[src/rtl/core/etsm_pkg.sv]
// ---------------------------------------------------------------------------
// etsm_pkg: shared types and constants for the escape-time minimum unit
// Holds the fixed-point formats, register indexes, the controller state type
// and the command and status bundles between controller and datapath.
// ---------------------------------------------------------------------------
package etsm_pkg;

	localparam int FRAC_BITS = 28;
	localparam int ITER_BITS = 16;
	localparam int COORD_W   = 32;
	localparam int STEP_W    = 31;
	localparam int OFFS_W    = 4;
	localparam int PROD_W    = 2 * COORD_W;
	localparam int CFG_IDX_W = 3;
	localparam int CFG_DATA_W = 32;

	// Register indexes of the configuration port.
	localparam logic [CFG_IDX_W-1:0] REG_CENTER_X = 3'd0;
	localparam logic [CFG_IDX_W-1:0] REG_CENTER_Y = 3'd1;
	localparam logic [CFG_IDX_W-1:0] REG_STEP_X   = 3'd2;
	localparam logic [CFG_IDX_W-1:0] REG_STEP_Y   = 3'd3;
	localparam logic [CFG_IDX_W-1:0] REG_ITER_CAP = 3'd4;

	// Reset values of the configuration registers.
	localparam logic signed [COORD_W-1:0] CENTER_X_RST = -32'sd67108864;
	localparam logic signed [COORD_W-1:0] CENTER_Y_RST = 32'sd0;
	localparam logic [STEP_W-1:0]         STEP_X_RST   = 31'd134217728;
	localparam logic [STEP_W-1:0]         STEP_Y_RST   = 31'd134217728;
	localparam logic [ITER_BITS-1:0]      ITER_CAP_RST = 16'd1000;

	// An orbit escapes once |z|^2 exceeds 4, held at the product scale.
	localparam logic [PROD_W-1:0] ESC_LIMIT = PROD_W'(4) << (2 * FRAC_BITS);

	localparam logic [ITER_BITS-1:0] ITER_ONES = '1;

	typedef enum logic [2:0] {
		ST_IDLE,
		ST_INIT,
		ST_MUL,
		ST_CHK,
		ST_FOLD
	} ctrl_state_t;

	typedef struct packed {
		logic capture;
		logic init;
		logic mul;
		logic chk;
		logic fold;
	} ctrl_cmd_t;

	typedef struct packed {
		logic finished;
		logic last;
		logic out_free;
	} dp_status_t;

	// Clamp a wide signed value to the signed coordinate range.
	function automatic logic signed [COORD_W-1:0] sat_coord(input logic signed [PROD_W-1:0] v);
		logic signed [PROD_W-1:0] hi;
		logic signed [PROD_W-1:0] lo;
		hi = PROD_W'({1'b0, {(COORD_W-1){1'b1}}});
		lo = -hi - PROD_W'(1);
		if (v > hi) begin
			return hi[COORD_W-1:0];
		end else if (v < lo) begin
			return lo[COORD_W-1:0];
		end
		return v[COORD_W-1:0];
	endfunction

endpackage

[src/rtl/core/etsm_ctrl.sv]
// ---------------------------------------------------------------------------
// etsm_ctrl: sequencer for the escape-time minimum unit
// Steps each item through coordinate setup, the square/update loop and the
// fold into the running minimum, and holds off input while busy.
// ---------------------------------------------------------------------------
module etsm_ctrl (
	input  logic                  clk,
	input  logic                  arst_n,
	input  logic                  in_valid,
	output logic                  in_stall,
	input  etsm_pkg::dp_status_t  status,
	output etsm_pkg::ctrl_cmd_t   cmd
);
	import etsm_pkg::*;

	ctrl_state_t state_q;
	ctrl_state_t state_nxt;

	always_ff @(posedge clk or negedge arst_n) begin
		if (!arst_n) begin
			state_q <= ST_IDLE;
		end else begin
			state_q <= state_nxt;
		end
	end

	always_comb begin
		state_nxt = state_q;
		case (state_q)
			ST_IDLE: begin
				if (in_valid) begin
					state_nxt = ST_INIT;
				end
			end
			ST_INIT: state_nxt = ST_MUL;
			ST_MUL:  state_nxt = ST_CHK;
			ST_CHK: begin
				state_nxt = status.finished ? ST_FOLD : ST_MUL;
			end
			ST_FOLD: begin
				// A batch end waits until the output register can take the item.
				if (!status.last || status.out_free) begin
					state_nxt = ST_IDLE;
				end
			end
			default: state_nxt = ST_IDLE;
		endcase
	end

	always_comb begin
		cmd      = '0;
		in_stall = 1'b1;
		case (state_q)
			ST_IDLE: begin
				in_stall    = 1'b0;
				cmd.capture = in_valid;
			end
			ST_INIT: cmd.init = 1'b1;
			ST_MUL:  cmd.mul  = 1'b1;
			ST_CHK:  cmd.chk  = 1'b1;
			ST_FOLD: cmd.fold = !status.last || status.out_free;
			default: cmd = '0;
		endcase
	end

endmodule

[config.mk]
export PLATFORM = sky130hd
export DESIGN_NAME = etsm_ctrl
export DESIGN_NICKNAME = d
export VERILOG_FILES = /design/src/rtl/core/etsm_pkg.sv /design/src/rtl/core/etsm_ctrl.sv
export SDC_FILE = /design/constraint.sdc
export NUM_CORES = 1
export LEC_CHECK = 0
export BUFFER_PORTS_ARGS = -buffer_cell sky130_fd_sc_hd__buf_2
export CORE_AREA = 2 2 39 41
export CTS_BUF_LIST = sky130_fd_sc_hd__clkbuf_4
export DETAILED_ROUTE_END_ITERATION = 16
export DIE_AREA = 0 0 41 43
export HOLD_SLACK_MARGIN = 0.05
export PLACE_DENSITY_LB_ADDON = 0.1
export SLEW_MARGIN = 25
export SYNTH_ARGS = -nofsm -noshare
export SYNTH_HDL_FRONTEND = slang
export SYNTH_SLANG_ARGS = --single-unit
[constraint.sdc]
create_clock -name clk -period 1.3 [get_ports clk]
set_input_delay 0.065 -clock clk [delete_from_list [all_inputs] [get_ports clk]]
set_output_delay 0.065 -clock clk [all_outputs]
set_load 0.01 [all_outputs]
Yosys cells after proc, flatten, opt, wreduce, memory -nomap -nowiden
Cells that the tools add are included.
{"block": "totals", "input_bits": 6, "ff_bits": 3, "word_cells": 21}
{"block": "op_classes", "n_reduce_logical": 4, "n_eq_ne": 6, "n_mux": 10}
{"op": "$pmux 3 s5", "n": 1}
{"op": "$mux 3", "n": 3}
{"op": "$eq 3x2->1 const B", "n": 2}
{"op": "$mux 1", "n": 6}
{"op": "$ne 2x2->1 const B", "n": 2}
{"op": "$eq 3x1->1 const B", "n": 1}
{"op": "$eq 3x3->1 const B", "n": 1}
{"op": "$logic_not 3->1", "n": 1}
{"op": "$reduce_and 2->1", "n": 1}
{"op": "$logic_not 1->1", "n": 1}
{"op": "$logic_or 1x1->1", "n": 1}

Logic depth before layout (Yosys ltp)
{"block": "logic_depth", "ltp_word": 4, "mapped_depth": 2, "depth_no_buf": 2}

Worst setup path before layout
No wires, ideal clock.
{"block": "synth_path", "kind": "register to output", "from": "register state_q[2]", "to": "output cmd[4] (netlist bit)", "required_time_ns": 1.235, "arrival_time_ns": 0.970, "path_stages_with_launch": 3, "slack_ns": 0.265, "cell_sequence": "dfrtp_1 or3_4 nor2_2"}
{"element": "start, declared", "line_no": "etsm_ctrl.sv:16", "source": "ctrl_state_t state_q;"}
{"element": "start signal, assigned", "line_no": "etsm_ctrl.sv:23", "source": "state_q <= state_nxt;"}
{"element": "end, declared", "line_no": "etsm_ctrl.sv:12", "source": "output etsm_pkg::ctrl_cmd_t cmd"}

==> reports/metrics.cfg <==
[cells_and_area]
regMostFlops = state_q
nFillCells = 158
num_antenna_cells = 0
nets = 42
top_regs = state_q (3)
area_growth_pct = 81.62
drive_gt1_frac = 0.6857
final_area_um2 = 309.0
largest_reg_flops = 3

[worst_setup_path]
slowest_delay_ps = 420
cp_max_fo = 4
required_ps = 1240
crit_chain = or3_4 > nor2_2 > buf_2
start_kind = flip-flop
path_depth = 3
crit_family = simple AND/OR/NAND/NOR gates
critical_path_arrival_ps = 1230
path_class = reg -> out
cp_slowest_cell = dfrtp_2
endpoint_kind = primary output
worst-path-buf-inv = 1
r2r_cells = 3

[clock_network]
cts.sinks = 3
cts_root_buffer = clkbuf_4
h-tree-depth = 1
cts_tree = built
clk_latency_ps = 230
clockBufferDepth = 2
clkTransAtPathRegs_ps = 40
cts_made_buffers = 3

[timing]
worstMarginPinSlew_ps = 185.0
fmax_mhz = 774.1
worst_slack_ps = 8.256
hold_viol_final = 0
fin_crit_sh = 0.9936
slew_headroom = 0.8762
slew_viol_final = 0
min_period_ps = 1292
setup_viol = 0
clock-skew-final_ps = 0.5918
rsz0062_at_grt = true

[routing]
drcViolationCount = 0
drt_iter0_drc = 3
wire_per_inst_um = 10.12
wirelength_um = 516
dr.pass1.iters = 4
vias = 193
vias_per_cell = 3.784
postRouteAntennaNets = 0

[place]
io_buffers = 11
place.gp.congestion = 0.6357
dp_hpwl_um = 343.1
dp_slack_ps = 160.5
placed_cell_area_um2 = 245.2

[synth]
synth_area_leaders = dfrtp_1 44%, nor3b_1 8.8%, or3_4 6.6%, a32o_1 5.9%, and3b_2 5.9%
yosys.area.top_type = dfrtp_1
yosysWarnings = 0
netlist_area_um2 = 170.2
ys_ff_latch = 3
ys_types = 12
synth_nets = 23
ys_seq_area_frac = 0.4412
netlist_instances = 17
synth_top_area_share = 0.4412
synth.avg_cell_area_um2 = 10.01

[global_routing]
grt_max_degree = 8
antenna_found_initial = 0
grt_pass1_wl_um = 917
overflow = 0
grt_usage = 0.08350
first_global_vias = 210

[floorplan]
fp.dieW_um = 41
die_y_um = 43
ios = 12
rows = 14
core_um2 = 1384
die-area_um2 = 1763
start_util = 0.1230

[outcome]
status = complete, no violations

[hold_path]
hold_path_class = in -> reg
whs_path_depth = 2

[power]
vdd_drop_max_mv = 0.5313
power_per_cell_area_nw_per_um2 = 2312
leakagePower_nw = 0.1586

[job]
cap_violations = 0

[worst paths after layout]
path                       startpoint          to  slack, ps
setup / recovery           state_q[0]      cmd[4]          8
hold / removal              status[2]  state_q[2]         80
setup reg to reg           state_q[0]  state_q[2]        220
hold reg to reg            state_q[0]  state_q[0]        490
max in group asynchronous      arst_n  state_q[1]       1030
min in group asynchronous      arst_n  state_q[0]        160
[cell type report]
class	count	area (um2)	area share
flip-flops and latches	3	78.83	0.2551
inverters	1	3.754	0.01215
clock buffers	4	30.03	0.09717
well taps	16	20.02	0.06478
repair buffers	14	80.08	0.2591
multi-input cells	13	96.34	0.3117
[cells in the mapped netlist (all sizes together)]
master and count:
dfrtp 3, nor2b 1, or3 1, and3b 2
a32o 1, nor3 2, nor2 3, inv 1
nor3b 2, and3 1
[cells in the final DEF (no fill, tap or decap), drive strengths merged]
| cell type | Yosys | layout |
|---|---|---|
| buf | 0 | 13 |
| clkbuf | 0 | 4 |
| dfrtp | 3 | 3 |
| nor2 | 3 | 3 |
| nor3 | 2 | 2 |
| and3b | 2 | 2 |
| nor3b | 2 | 2 |
| or3 | 1 | 1 |
| inv | 1 | 1 |
| nor2b | 1 | 1 |
| and3 | 1 | 1 |
| a32o | 1 | 1 |
| dlygate4sd3 | 0 | 1 |
[worst reg2reg max path, stage by stage, from the launching register on]
cell and delay (ps):
dfrtp_2 420, buf_4 150, and3b_1 170, a32o_1 220
[power breakdown]
group | total [W] | switching (W) | internal [W]
Combinational | 0.000335 | 0.000159 | 0.000176
Sequential | 0.000198 | 0.0000540 | 0.000144
Clock | 0.000182 | 0.0000464 | 0.000136
Total | 0.000715 | 0.000259 | 0.000456
[kinds of logic after synthesis]
family | after synthesis | share of synthesized area
simple gates | 12 | 0.4780
flops | 3 | 0.4412
buf+inv | 1 | 0.02204
compound gates | 1 | 0.05883
[stage by stage]
stage	cells	hold WS, ps	setup TNS, ps	power [W]	util
floorplan	17	-230.6	0	0.0003576	-
global placement	44	-138.9	0	0.0004712	0.1772
detailed placement	44	-138.6	0	0.0004785	0.1772
CTS	51	70.23	-4.513	0.0007187	0.2197
global route	51	76.31	-58.11	0.0007815	0.2233
finish	51	80.59	0	0.0007145	0.2233
[routing by layer]
layer / track usage / wire length [um] / share of wire / up-vias
met5: 0 / 0 / 0 / -
met3: 0.03141 / 26 / 0.050 / 0
met2: 0.1219 / 283 / 0.55 / 8
li1: - / - / - / 98
met1: 0.08414 / 206 / 0.40 / 87
met4: 0.08000 / 0 / 0 / 0
[repair_timing]
| action | 4_1_cts | 5_1_grt |
|---|---|---|
| hold endpoints to repair | 3 | 0 |
| buffers inserted | 2 | 0 |
| endpoints found under the setup margin | 2 | 2 |
| hold buffers | 1 | 0 |
| gates resized for setup | 3 | 1 |
| pin swaps | 0 | 0 |
Note: power is estimated with default switching activity, not from simulation.
